File: src/rtl/core/udc_pkg.sv
`timescale 1ns / 1ps
// ----------------------------------------------------------------------------
// udc_pkg
// Shared types and constants for the UDP datagram checker: the byte item,
// the result item, and the records passed between the pipeline stages.
// ----------------------------------------------------------------------------
package udc_pkg;

  localparam logic [15:0] UDP_HDR_BYTES = 16'd8;
  localparam logic [15:0] UDP_PROTO     = 16'd17;
  localparam logic [15:0] WORD_MASK     = 16'hFFFF;
  localparam logic [15:0] COUNT_MAX     = 16'hFFFF;

  // Header byte positions within the first eight bytes.
  localparam logic [2:0] POS_SPORT_HI = 3'd0;
  localparam logic [2:0] POS_SPORT_LO = 3'd1;
  localparam logic [2:0] POS_DPORT_HI = 3'd2;
  localparam logic [2:0] POS_DPORT_LO = 3'd3;
  localparam logic [2:0] POS_LEN_HI   = 3'd4;
  localparam logic [2:0] POS_LEN_LO   = 3'd5;
  localparam logic [2:0] POS_CSUM_HI  = 3'd6;
  localparam logic [2:0] POS_CSUM_LO  = 3'd7;

  typedef struct packed {
    logic [7:0]  data_byte;
    logic        last_byte;
    logic [31:0] source_address;
    logic [31:0] destination_address;
  } udc_item_t;

  typedef struct packed {
    logic        header_ok;
    logic        checksum_ok;
    logic [15:0] source_port;
    logic [15:0] destination_port;
    logic [15:0] length_field;
    logic [15:0] stored_checksum;
    logic [15:0] received_count;
  } udc_result_t;

  // Everything gathered for one datagram when its last byte is taken.
  // The sum already holds the address words of the pseudo-header.
  typedef struct packed {
    logic [15:0] count;
    logic [31:0] sum;
    logic [7:0]  held;
    logic [15:0] sport;
    logic [15:0] dport;
    logic [15:0] len;
    logic [15:0] csum;
  } udc_dgram_t;

  // First finishing stage: flags settled, checksum split into two partial sums.
  typedef struct packed {
    logic        hdr_ok;
    logic        zero_ok;
    logic        verify;
    logic [31:0] data_sum;
    logic [18:0] hdr_sum;
    logic [15:0] sport;
    logic [15:0] dport;
    logic [15:0] len;
    logic [15:0] csum;
    logic [15:0] count;
  } udc_stage_t;

endpackage

File: src/rtl/core/udc_accum.sv
`timescale 1ns / 1ps
// ----------------------------------------------------------------------------
// udc_accum
// Per-byte datagram state: byte count, header capture and running sum.
// On the last byte it hands the gathered record to the finishing stages.
// ----------------------------------------------------------------------------
module udc_accum
  import udc_pkg::*;
(
  input  logic       clk,
  input  logic       rst,
  input  logic       item_valid,
  input  udc_item_t  item,
  output logic       item_ready,
  input  logic       down_free,
  output logic       dgram_valid,
  output udc_dgram_t dgram
);

  logic [15:0] byte_count;
  logic [31:0] running_sum;
  logic [7:0]  held_high_byte;
  logic [15:0] captured_source_port;
  logic [15:0] captured_destination_port;
  logic [15:0] captured_length;
  logic [15:0] captured_checksum;

  udc_dgram_t upd;
  logic       dgram_free;
  logic       take;

  assign dgram_free = !dgram_valid || down_free;
  assign item_ready = !item.last_byte || dgram_free;
  assign take       = item_valid && item_ready;

  always_comb begin
    upd.count = byte_count;
    upd.sum   = running_sum;
    upd.held  = held_high_byte;
    upd.sport = captured_source_port;
    upd.dport = captured_destination_port;
    upd.len   = captured_length;
    upd.csum  = captured_checksum;

    // The address words of the pseudo-header enter the sum with the first byte,
    // while the sum is still clear.
    if (byte_count == 16'd0) begin
      upd.sum = 32'(item.source_address[31:16]) + 32'(item.source_address[15:0])
              + 32'(item.destination_address[31:16])
              + 32'(item.destination_address[15:0]);
    end

    if (byte_count < UDP_HDR_BYTES) begin
      unique case (byte_count[2:0])
        POS_SPORT_HI: upd.sport[15:8] = item.data_byte;
        POS_SPORT_LO: upd.sport[7:0]  = item.data_byte;
        POS_DPORT_HI: upd.dport[15:8] = item.data_byte;
        POS_DPORT_LO: upd.dport[7:0]  = item.data_byte;
        POS_LEN_HI:   upd.len[15:8]   = item.data_byte;
        POS_LEN_LO:   upd.len[7:0]    = item.data_byte;
        POS_CSUM_HI:  upd.csum[15:8]  = item.data_byte;
        POS_CSUM_LO:  upd.csum[7:0]   = item.data_byte;
      endcase
    end else if (byte_count < captured_length) begin
      if (!byte_count[0]) begin
        upd.held = item.data_byte;
      end else begin
        upd.sum = running_sum + 32'({held_high_byte, item.data_byte});
      end
    end

    if (byte_count != COUNT_MAX) begin
      upd.count = byte_count + 16'd1;
    end
  end

  always_ff @(posedge clk) begin
    if (rst) begin
      byte_count                <= '0;
      running_sum               <= '0;
      held_high_byte            <= '0;
      captured_source_port      <= '0;
      captured_destination_port <= '0;
      captured_length           <= '0;
      captured_checksum         <= '0;
    end else if (take) begin
      if (item.last_byte) begin
        byte_count                <= '0;
        running_sum               <= '0;
        held_high_byte            <= '0;
        captured_source_port      <= '0;
        captured_destination_port <= '0;
        captured_length           <= '0;
        captured_checksum         <= '0;
      end else begin
        byte_count                <= upd.count;
        running_sum               <= upd.sum;
        held_high_byte            <= upd.held;
        captured_source_port      <= upd.sport;
        captured_destination_port <= upd.dport;
        captured_length           <= upd.len;
        captured_checksum         <= upd.csum;
      end
    end
  end

  always_ff @(posedge clk) begin
    if (rst) begin
      dgram_valid <= 1'b0;
    end else if (take && item.last_byte) begin
      dgram_valid <= 1'b1;
    end else if (down_free) begin
      dgram_valid <= 1'b0;
    end
  end

  always_ff @(posedge clk) begin
    if (take && item.last_byte) begin
      dgram <= upd;
    end
  end

endmodule

File: config.mk
export PLATFORM = sky130hd
export DESIGN_NAME = udc_accum
export DESIGN_NICKNAME = d
export VERILOG_FILES = /design/src/rtl/core/udc_pkg.sv /design/src/rtl/core/udc_accum.sv
export SDC_FILE = /design/constraint.sdc
export NUM_CORES = 1
export LEC_CHECK = 0
export ABC_CLOCK_PERIOD_IN_PS = 11950
export BUFFER_PORTS_ARGS = -buffer_cell sky130_fd_sc_hd__buf_2
export CORE_ASPECT_RATIO = 1.25
export CORE_MARGIN = 4
export CORE_UTILIZATION = 40
export CTS_BUF_LIST = sky130_fd_sc_hd__clkbuf_4
export CTS_CLUSTER_SIZE = 30
export DETAILED_ROUTE_END_ITERATION = 7
export GPL_TIMING_DRIVEN = 0
export SETUP_SLACK_MARGIN = 0.15
export SYNTH_ARGS = -nofsm -noshare
export SYNTH_HDL_FRONTEND = slang
export SYNTH_SLANG_ARGS = --single-unit
File: constraint.sdc
create_clock -name clk -period 11.95 [get_ports clk]
set_input_delay 1.7925 -clock clk [delete_from_list [all_inputs] [get_ports clk]]
set_output_delay 1.7925 -clock clk [all_outputs]
set_load 0.1 [all_outputs]
==> results.tsv, run 1 <==
metric	value	unit
outcome	finished clean	
Synth cell types	63	
leading cell type in the layout, fill and taps excluded	buf_2	
worst r2r path cells	10	
CP Launch Type	primary input	
Hold EP	running_sum[31]$_SDFFE_PP0P_	
global route overflow	0	
cts bufs inserted	55	
Seq/Total Area, Yosys	0.477	
Critical Path AT	5.17	ns
vias	10000	
clock skew	0.0579	ns
combinational share of power	0.267	
relative max-transition margin	0.412	
Int Pwr	0.00140	W
Power Dens Cells	145	nW/um^2
Seq pwr share	0.432	
DRC viols	0	
most frequent cells in the layout	208 x buf_2, 149 x nor2_1, 123 x inv_1	
top_reg_cell synth	dfxtp_1	
flop2flop setup slack	8.89	ns
Synth Instances	1229	
Hold Slack	0.497	ns
sw frac	0.351	
Post-CTS Setup Inserts	0	
Setup TNS	0	ns
Worst setup EP type	register	
Clock Path Buffers	3	
syn_nets	1393	
worst hold path depth	1	
maximum vdd ir drop	0.0668	mV
initial DRC count	477	
worst endpoint required time	12.46	ns
ranking of synthesized cells by area	edfxtp_1 29%, dfxtp_1 19%, mux2_2 5.6%, a22oi_1 5.4%, ha_1 5.4%	
Post-Route WL	32800	um
leakage power	6.42	nW
layout cells sized above 1	0.244	
RSZ-0062 raised after global routing	no	
post-layout power	0.00215	W
clk_lat worst skew	0.72	ns
post-synth top area cell	edfxtp_1	
die area	34500	sq um
CTS tree	built	
die height	207	um
Yosys warnings	0	
CTS Root Cell	clkbuf_4	
fillers	2936	
EDFF count, synth	120	
Post-synth ARST share	0	
clock network fraction of design power	0.301	
worst setup path class	primary input to register	
RePlAce Congestion	0.880	
clock tree sinks	241	
syn_area_per_cell	10.3	sq um
# nets final	1648	
period utilisation layout	0.390	
share of the synthesized area in the top cell type	0.285	
final HPWL from detailed placement	23800	um
I/O pin total	199	
min-delay src	running_sum[31]$_SDFFE_PP0P_	
Rows	72	
Util after Layout	0.478	
CTS clk-pin slew, worst paths	0.07	ns
Resize count post-CTS	0	
P&R area growth vs syn	17.8	%
post-route ant nets	0	
Initial Utilization	0.406	
via count of the first global-routing pass	9806	
Fin. Hold Viols	0	
Die W	167	um
worst r2r src	captured_length[5]$_SDFFE_PP0P_	
worst-margin pin slew	0.875	ns
first-pass GRT wire length	50900	um
DR WL/cell	16.9	um
minimum clock period	4.66	ns
Hold Path Class	register to register	
#FFs+latches synth	241	
r2r endpoint	dgram[103]$_DFFE_PP_	
H-tree depth	2	
DP Cell Count	1834	
Core Region	31100	sq um
Non-Filler Instances	1939	
total track usage	0.184	
initial antenna violation count	2	
sw power	0.000755	W
hold buffer count at cts	0	
final setup fails	0	
post-synthesis cell area	12600	sq um
drt via density	5.18	
largest net degree at the start of global routing	65	
Max Transition Viols Final	0	
MaxCap Viol Count	0	
achievable frequency	0.215	GHz
port buffer count	197	
Critical Path Fanout Max	4	
Pre-Repair DR Iteration Count	5	
## how the worst max path moves through the flow
stage / start / end / slack, ns / cells after the start
floorplan: down_free / dgram[0]$_DFFE_PP_ / 5.96 / 3
global placement: item[64] / dgram[4]$_DFFE_PP_ / 4.94 / 3
detailed placement: item[1] / dgram[89]$_DFFE_PP_ / 6.55 / 16
CTS: item[1] / dgram[89]$_DFFE_PP_ / 7.33 / 16
global route: item[1] / dgram[89]$_DFFE_PP_ / 7.08 / 16
finish: item[1] / dgram[89]$_DFFE_PP_ / 7.29 / 16
## sequential cells by signal (all words and copies together), names as in the netlist
register	count
byte_count	16
captured_checksum	16
captured_destination_port	16
captured_length	16
captured_source_port	16
dgram	120
dgram_valid	1
held_high_byte	8
running_sum	32
## per-layer routing
metal / part of all wire / vias to the layer above / global-route usage / wire length, um
met5: 0 / - / 0 / 0
met4: 0.032 / 0 / 0.0745 / 1070
met3: 0.053 / 69 / 0.0322 / 1730
met2: 0.49 / 315 / 0.325 / 16200
met1: 0.42 / 4737 / 0.223 / 13800
li1: - / 4922 / - / -
## cells by family after synthesis
family | count (synthesis) | synth area share
flops | 241 | 0.477
xor+xnor | 35 | 0.0243
fa+ha+maj | 87 | 0.106
compound gates | 276 | 0.153
simple gates | 338 | 0.120
mux | 75 | 0.0661
buf+inv | 177 | 0.0538
## power groups by stage
stage                     registers [W]  logic [W]  clock network (W)
after floorplan                 0.00112   0.000275                  0
after global placement         0.000952   0.000570                  0
after detailed placement       0.000948   0.000576                  0
after CTS                      0.000930   0.000580           0.000671
after global routing           0.000933   0.000632           0.000712
final                          0.000931   0.000575           0.000647
## final cells by class
cell class	instances	area, sq um	area share
clock inverter	20	86.3	0.00581
multi-input combinational	811	5930	0.399
inverter	123	462	0.0310
clock buffer	83	623	0.0419
tap	407	509	0.0342
sequential	241	6030	0.405
buffer	54	218	0.0146
timing repair buffer	198	1010	0.0682
antenna	2	5.00	0.000337
## worst max-delay path, cell delays in order
cell      delay (ns)
buf_2           0.07
inv_1           0.04
fa_1            0.53
inv_1           0.05
fa_1            0.50
ha_1            0.17
inv_1           0.06
fa_1            0.37
nor2b_1         0.21
o31a_1          0.23
o21bai_1        0.15
a31oi_1         0.24
a31oi_1         0.16
o21ai_0         0.25
o211ai_1        0.15
o211ai_1        0.19
## per-stage QoR
step / area, sq um / setup WS, ns
after global routing: 14900 / 7.08
after floorplan: 12600 / 5.96
after global placement: 14100 / 4.94
after detailed placement: 14200 / 6.55
final: 14900 / 7.29
after CTS: 14900 / 7.33
## cells in the mapped netlist, types with 11 or more instances
cell	n
ha_1	54
nor2_1	149
buf_2	11
nand3_1	25
a22oi_1	90
a21o_1	15
xor2_1	16
o21ai_0	44
inv_1	123
a21oi_1	30
mux2_2	63
xnor2_1	19
a31oi_1	23
dfxtp_1	121
fa_1	33
nand2_1	85
and3_1	14
edfxtp_1	120
nor3_1	15
clkbuf_1	40
Power figures use the tool's default switching activity.
==> inputs of run 2 (changes only) <==
--- a/config.mk
+++ b/config.mk
@@ -5,7 +5,7 @@
 export SDC_FILE = /design/constraint.sdc
 export NUM_CORES = 1
 export LEC_CHECK = 0
-export ABC_CLOCK_PERIOD_IN_PS = 11950
+export ABC_CLOCK_PERIOD_IN_PS = 4500
 export BUFFER_PORTS_ARGS = -buffer_cell sky130_fd_sc_hd__buf_2
 export CORE_ASPECT_RATIO = 1.25
 export CORE_MARGIN = 4
==> constraint.sdc (replaced) <==
create_clock -name clk -period 4.5 [get_ports clk]
set_input_delay 0.675 -clock clk [delete_from_list [all_inputs] [get_ports clk]]
set_output_delay 0.675 -clock clk [all_outputs]
set_load 0.1 [all_outputs]
==> run 2 against run 1 <==
Worst setup slack got worse by 6.3 ns. Highest routed layer unchanged. Largest power group unchanged. Via count rose by 0.42%. Sequential cell count did not move. Critical path type unchanged. Wire length barely moved. Cell count did not move.
==> results.tsv, run 2 (synthesis results as in run 1) <==
metric	value	unit	change
outcome	finished clean		unchanged
flop2flop setup slack	1.37	ns	was 8.89 ns
CTS tree	built		unchanged
die area	34500	sq um	unchanged
Rows	72		unchanged
Setup TNS	0	ns	unchanged
post-route cell area	14900	sq um	about the same
worst r2r src	byte_count[2]$_SDFFE_PP0P_		was captured_length[5]$_SDFFE_PP0P_
Die W	167	um	unchanged
final setup fails	0		unchanged
vias	10100		was 10000
RSZ-0062 raised after global routing	no		unchanged
P&R area growth vs syn	17.9	%	was 17.8%
post-route ant nets	0		unchanged
layout cells sized above 1	0.246		was 0.244
Largest regs	dgram x120, running_sum x32		unchanged
Critical Path AT	4.04	ns	was 5.17 ns
total track usage	0.184		about the same
Core Region	31100	sq um	unchanged
Post-Route WL	32800	um	about the same
Critical Path Fanout Max	4		unchanged
first-pass GRT wire length	51100	um	was 50900 um
I/O pin total	199		unchanged
max FFs per register	120		unchanged
achievable frequency	0.282	GHz	
metal3 WL	1840	um	was 1730 um
CP Launch Type	primary input		unchanged
Power Dens Cells	386	nW/um^2	was 145 nW/um^2
Clock Path Buffers	3		unchanged
maximum vdd ir drop	0.195	mV	was 0.0668 mV
most frequent cells in the layout	208 x buf_2, 149 x nor2_1, 123 x inv_1		unchanged
Post-DP Area	14200	sq um	unchanged
Worst setup EP type	register		unchanged
Fin. Hold Viols	0		unchanged
Max Transition Viols Final	0		unchanged
Initial Utilization	0.406		unchanged
clock skew	0.0416	ns	was 0.0579 ns
leakage power	6.43	nW	was 6.42 nW
DR top layer	met4		unchanged
Resize count post-CTS	0		unchanged
worst setup path class	primary input to register		unchanged
min-delay src	down_free		was running_sum[31]$_SDFFE_PP0P_
clk_lat worst skew	0.71	ns	was 0.72 ns
Hold Path Class	primary input to register		was register to register
Post-CTS Setup Inserts	0		unchanged
CTS clk-pin slew, worst paths	0.07	ns	about the same
RePlAce Congestion	0.851		was 0.880
H-tree depth	2		unchanged
worst endpoint required time	4.99	ns	was 12.46 ns
initial antenna violation count	2		unchanged
DR WL/cell	16.9	um	about the same
Critical Path Source	item[1]		unchanged
Pre-Repair DR Iteration Count	5		unchanged
Most flops, register	dgram		unchanged
worst-margin pin slew	0.993	ns	was 0.875 ns
CTS Root Cell	clkbuf_4		unchanged
minimum clock period	3.55	ns	
largest net degree at the start of global routing	63		was 65
met2 routed WL	16300	um	was 16200 um
relative max-transition margin	0.333		was 0.412
global route overflow	0		unchanged
DRC viols	0		unchanged
period utilisation layout	0.789		
via count of the first global-routing pass	9840		was 9806
drt via density	5.20		was 5.18
clock tree sinks	241		unchanged
die height	207	um	unchanged
# nets final	1648		unchanged
leading cell type in the layout, fill and taps excluded	buf_2		unchanged
final HPWL from detailed placement	23800	um	about the same
MaxCap Viol Count	0		unchanged
port buffer count	197		unchanged
WL met1	13700	um	was 13800 um
initial DRC count	551		was 477
cts bufs inserted	55		unchanged
hold buffer count at cts	0		unchanged
## run 2: cell count changes in the layout (fill, tap and decap cells not counted)
cell / before / now
clkbuf_4: 83 / 88
inv_6: 1 / 0
clkinv_1: 16 / 12
inv_2: 1 / 0
clkinv_4: 1 / 2
## run 2: worst max-delay path, stage by stage
cell and delay (ns):
buf_2 0.07, inv_1 0.04, fa_1 0.52, inv_1 0.05, fa_1 0.50, ha_1 0.16
inv_1 0.05, fa_1 0.38, nor2b_1 0.21, o31a_1 0.24, o21bai_1 0.15, a31oi_1 0.24
a31oi_1 0.17, o21ai_0 0.24, o211ai_1 0.15, o211ai_1 0.18
## run 2: worst paths after layout
check	to	cells after the start
worst min-delay path	dgram_valid$_SDFFE_PP0P_	3
worst min register to register	running_sum[28]$_SDFFE_PP0P_	2
worst max register to register	dgram[97]$_DFFE_PP_	9
worst max-delay path	dgram[89]$_DFFE_PP_	16
## run 2: power breakdown
part	total (W)	internal, W	switching [W]
combinational	0.00152	0.000440	0.00108
clock	0.00176	0.000890	0.000868
sequential	0.00247	0.00242	0.0000491
## run 2: final cells by class
| type | instances | area, sq um |
|---|---|---|
| fillers | 2992 | 16200 |
| flip-flops and latches | 241 | 6030 |
| multi-input cells | 811 | 5930 |
| repair buffers | 198 | 1010 |
| clock buffers | 88 | 661 |
| well taps | 407 | 509 |
| inverters | 123 | 462 |
| plain buffers | 54 | 218 |
| clock inverters | 15 | 67.6 |
| diodes | 2 | 5.00 |
## run 2: routing by layer
| layer | vias up | global-route usage |
|---|---|---|
| met2 | 330 | 0.327 |
| li1 | 4943 | - |
| met5 | - | 0 |
| met4 | 0 | 0.0737 |
| met1 | 4748 | 0.225 |
| met3 | 64 | 0.0305 |
## run 2: through the flow
step                 util  instances  hold WS (ns)  setup WS, ns  power (W)
global placement    0.454       1833         0.466         0.292    0.00403
finish              0.479       1939         0.325         0.948    0.00575
floorplan               -       1229         0.451         0.783    0.00370
global route        0.479       1939         0.282         0.690    0.00606
CTS                 0.479       1937         0.255         0.981    0.00581
detailed placement  0.455       1834         0.479         0.231    0.00404
==> inputs of run 3 (changes only) <==
--- a/config.mk
+++ b/config.mk
@@ -5,7 +5,7 @@
 export SDC_FILE = /design/constraint.sdc
 export NUM_CORES = 1
 export LEC_CHECK = 0
-export ABC_CLOCK_PERIOD_IN_PS = 4500
+export ABC_CLOCK_PERIOD_IN_PS = 2900
 export BUFFER_PORTS_ARGS = -buffer_cell sky130_fd_sc_hd__buf_2
 export CORE_ASPECT_RATIO = 1.25
 export CORE_MARGIN = 4
==> constraint.sdc (replaced) <==
create_clock -name clk -period 2.9 [get_ports clk]
set_input_delay 0.435 -clock clk [delete_from_list [all_inputs] [get_ports clk]]
set_output_delay 0.435 -clock clk [all_outputs]
set_load 0.1 [all_outputs]
==> run 3 against run 2 <==
The flow now finishes with violations (negative setup slack). Count of clock-buffer cells in the layout down 1. Non-clock buffer count up 38. Register-to-register slack worse by 1.2 ns. Cell count up 2.1%. Core utilization up 3.4 points. Sequential cell count unchanged. Wire length up 3.6%.
==> results.tsv, run 3 (synthesis results as in run 1) <==
metric	value	unit	change
outcome	finished with violations		was finished clean
failing checks	negative setup slack		
CTS tree	built		unchanged
Most Used Layer, Global Route	met2		unchanged
cts bufs inserted	56		was 55
Max Transition Viols Final	0		unchanged
Pre-Repair DR Iteration Count	5		unchanged
GRT met2 Usage	0.335		was 0.327
first-pass GRT wire length	52200	um	was 51100 um
Core Region	31100	sq um	unchanged
post-layout power	0.00951	W	was 0.00575 W
RSZ-0062 raised after global routing	yes		was no
leading cell type in the layout, fill and taps excluded	buf_2		unchanged
minimum clock period	2.96	ns	
initial DRC count	584		was 551
Hold Path Class	primary input to register		unchanged
via count of the first global-routing pass	10000		was 9840
# nets final	1688		was 1648
worst setup path class	primary input to register		unchanged
Rows	72		unchanged
fillers	2857		was 2992
worst-margin pin slew	0.857	ns	was 0.993 ns
Critical Path Fanout Max	4		unchanged
final HPWL from detailed placement	23900	um	was 23800 um
layout cells sized above 1	0.336		was 0.246
CTS Root Cell	clkbuf_4		unchanged
RePlAce Congestion	0.848		was 0.851
post-route ant nets	0		unchanged
die area	34500	sq um	unchanged
Worst setup EP type	register		unchanged
clock tree sinks	241		unchanged
CTS clk-pin slew, worst paths	0.07	ns	about the same
clock skew	0.0402	ns	was 0.0416 ns
most frequent cells in the layout	202 x buf_2, 145 x nor2_1, 120 x edfxtp_1		was 208 x buf_2, 149 x nor2_1, 123 x inv_1
Critical Path AT	3.39	ns	was 4.04 ns
global route overflow	0		unchanged
H-tree depth	2		unchanged
Hold Slack	0.108	ns	was 0.325 ns
achievable frequency	0.338	GHz	
Power Dens Cells	596	nW/um^2	was 386 nW/um^2
Fin. Hold Viols	0		unchanged
P&R area growth vs syn	26.2	%	was 17.9%
DRC viols	0		unchanged
Most flops, register	dgram		unchanged
Post-Route WL	34000	um	was 32800 um
largest net degree at the start of global routing	63		unchanged
GR Util met1	0.230		was 0.225
final setup fails	8		was 0
total track usage	0.188		was 0.184
period utilisation layout	1.02		
Initial Utilization	0.406		unchanged
leakage power	6.75	nW	was 6.43 nW
drt via density	5.22		was 5.20
MaxCap Viol Count	0		unchanged
Die W	167	um	unchanged
vias	10300		was 10100
max FFs per register	120		unchanged
initial antenna violation count	1		was 2
PnR worst setup slack	-0.0625	ns	was 0.948 ns
port buffer count	197		unchanged
hold buffer count at cts	0		unchanged
relative max-transition margin	0.429		was 0.333
DR WL/cell	17.2	um	was 16.9 um
worst endpoint required time	3.33	ns	was 4.99 ns
Largest regs	dgram x120, running_sum x32		unchanged
die height	207	um	unchanged
Clock Path Buffers	3		unchanged
GR met3 Demand/Resource	0.0286		was 0.0305
I/O pin total	199		unchanged
CP Launch Type	primary input		unchanged
maximum vdd ir drop	0.380	mV	was 0.195 mV
clk_lat worst skew	0.72	ns	was 0.71 ns
run 3: what timing repair did:
item | in CTS | in global routing
gates cloned | 1 | 1
resized for setup | 50 | 102
setup buffers | 17 | 20
endpoints found under the hold margin | 0 | 0
pin swaps | 39 | 45
setup endpoints to repair | 77 | 93
run 3: final timing paths:
| kind | endpoint | slack [ns] | from | cells past startpoint |
|---|---|---|---|---|
| max reg2reg | dgram[97]$_DFFE_PP_ | 0.21 | running_sum[6]$_SDFFE_PP0P_ | 10 |
| min reg2reg | running_sum[31]$_SDFFE_PP0P_ | 0.50 | running_sum[31]$_SDFFE_PP0P_ | 1 |
| max | dgram[87]$_DFFE_PP_ | -0.06 | item[1] | 16 |
| min | dgram_valid$_SDFFE_PP0P_ | 0.11 | down_free | 3 |
run 3: metrics by stage:
stage	cell area [sq um]	instances	utilization	TNS, ns	worst slack [ns]
global placement	14200	1833	0.458	-30.06	-1.01
detailed placement	14300	1834	0.459	-31.21	-1.01
CTS	15300	1957	0.494	-0.0123	-0.00943
global route	15900	1980	0.513	-1.65	-0.142
finish	15900	1980	0.513	-0.220	-0.0625
floorplan	12700	1229	-	-6.51	-0.479
run 3: cell type report:
cell class                 instances  area (sq um)  area share
antenna                            2          5.00    0.000314
buffer                            54           239      0.0150
clock buffer                      87           653      0.0410
clock inverter                    18          77.6     0.00487
inverter                         123           477      0.0299
multi-input combinational        812          6590       0.414
sequential                       241          6050       0.380
tap                              407           509      0.0320
timing repair buffer             236          1340      0.0839
run 3: where the power goes:
group / internal [W] / switching (W)
Sequential: 0.00376 / 0.0000880
Clock: 0.00137 / 0.00136
Combinational: 0.00105 / 0.00188
run 3: routing by layer:
metal  wire [um]  vias to the layer above
met5           0                        -
met4        1030                        0
met3        1980                       66
met2       17000                      325
met1       14000                     4933
li1            -                     5017
run 3: critical path: stages:
cell and delay, ns:
buf_8 0.08, inv_8 0.02, fa_1 0.54, inv_2 0.04, fa_1 0.50, ha_2 0.18, inv_2 0.04, fa_2 0.36
nor2b_4 0.13, o31a_1 0.27, o21bai_4 0.12, a31oi_4 0.17, a31oi_2 0.14, mux2i_1 0.17, nor2_1 0.11, nand2_1 0.10
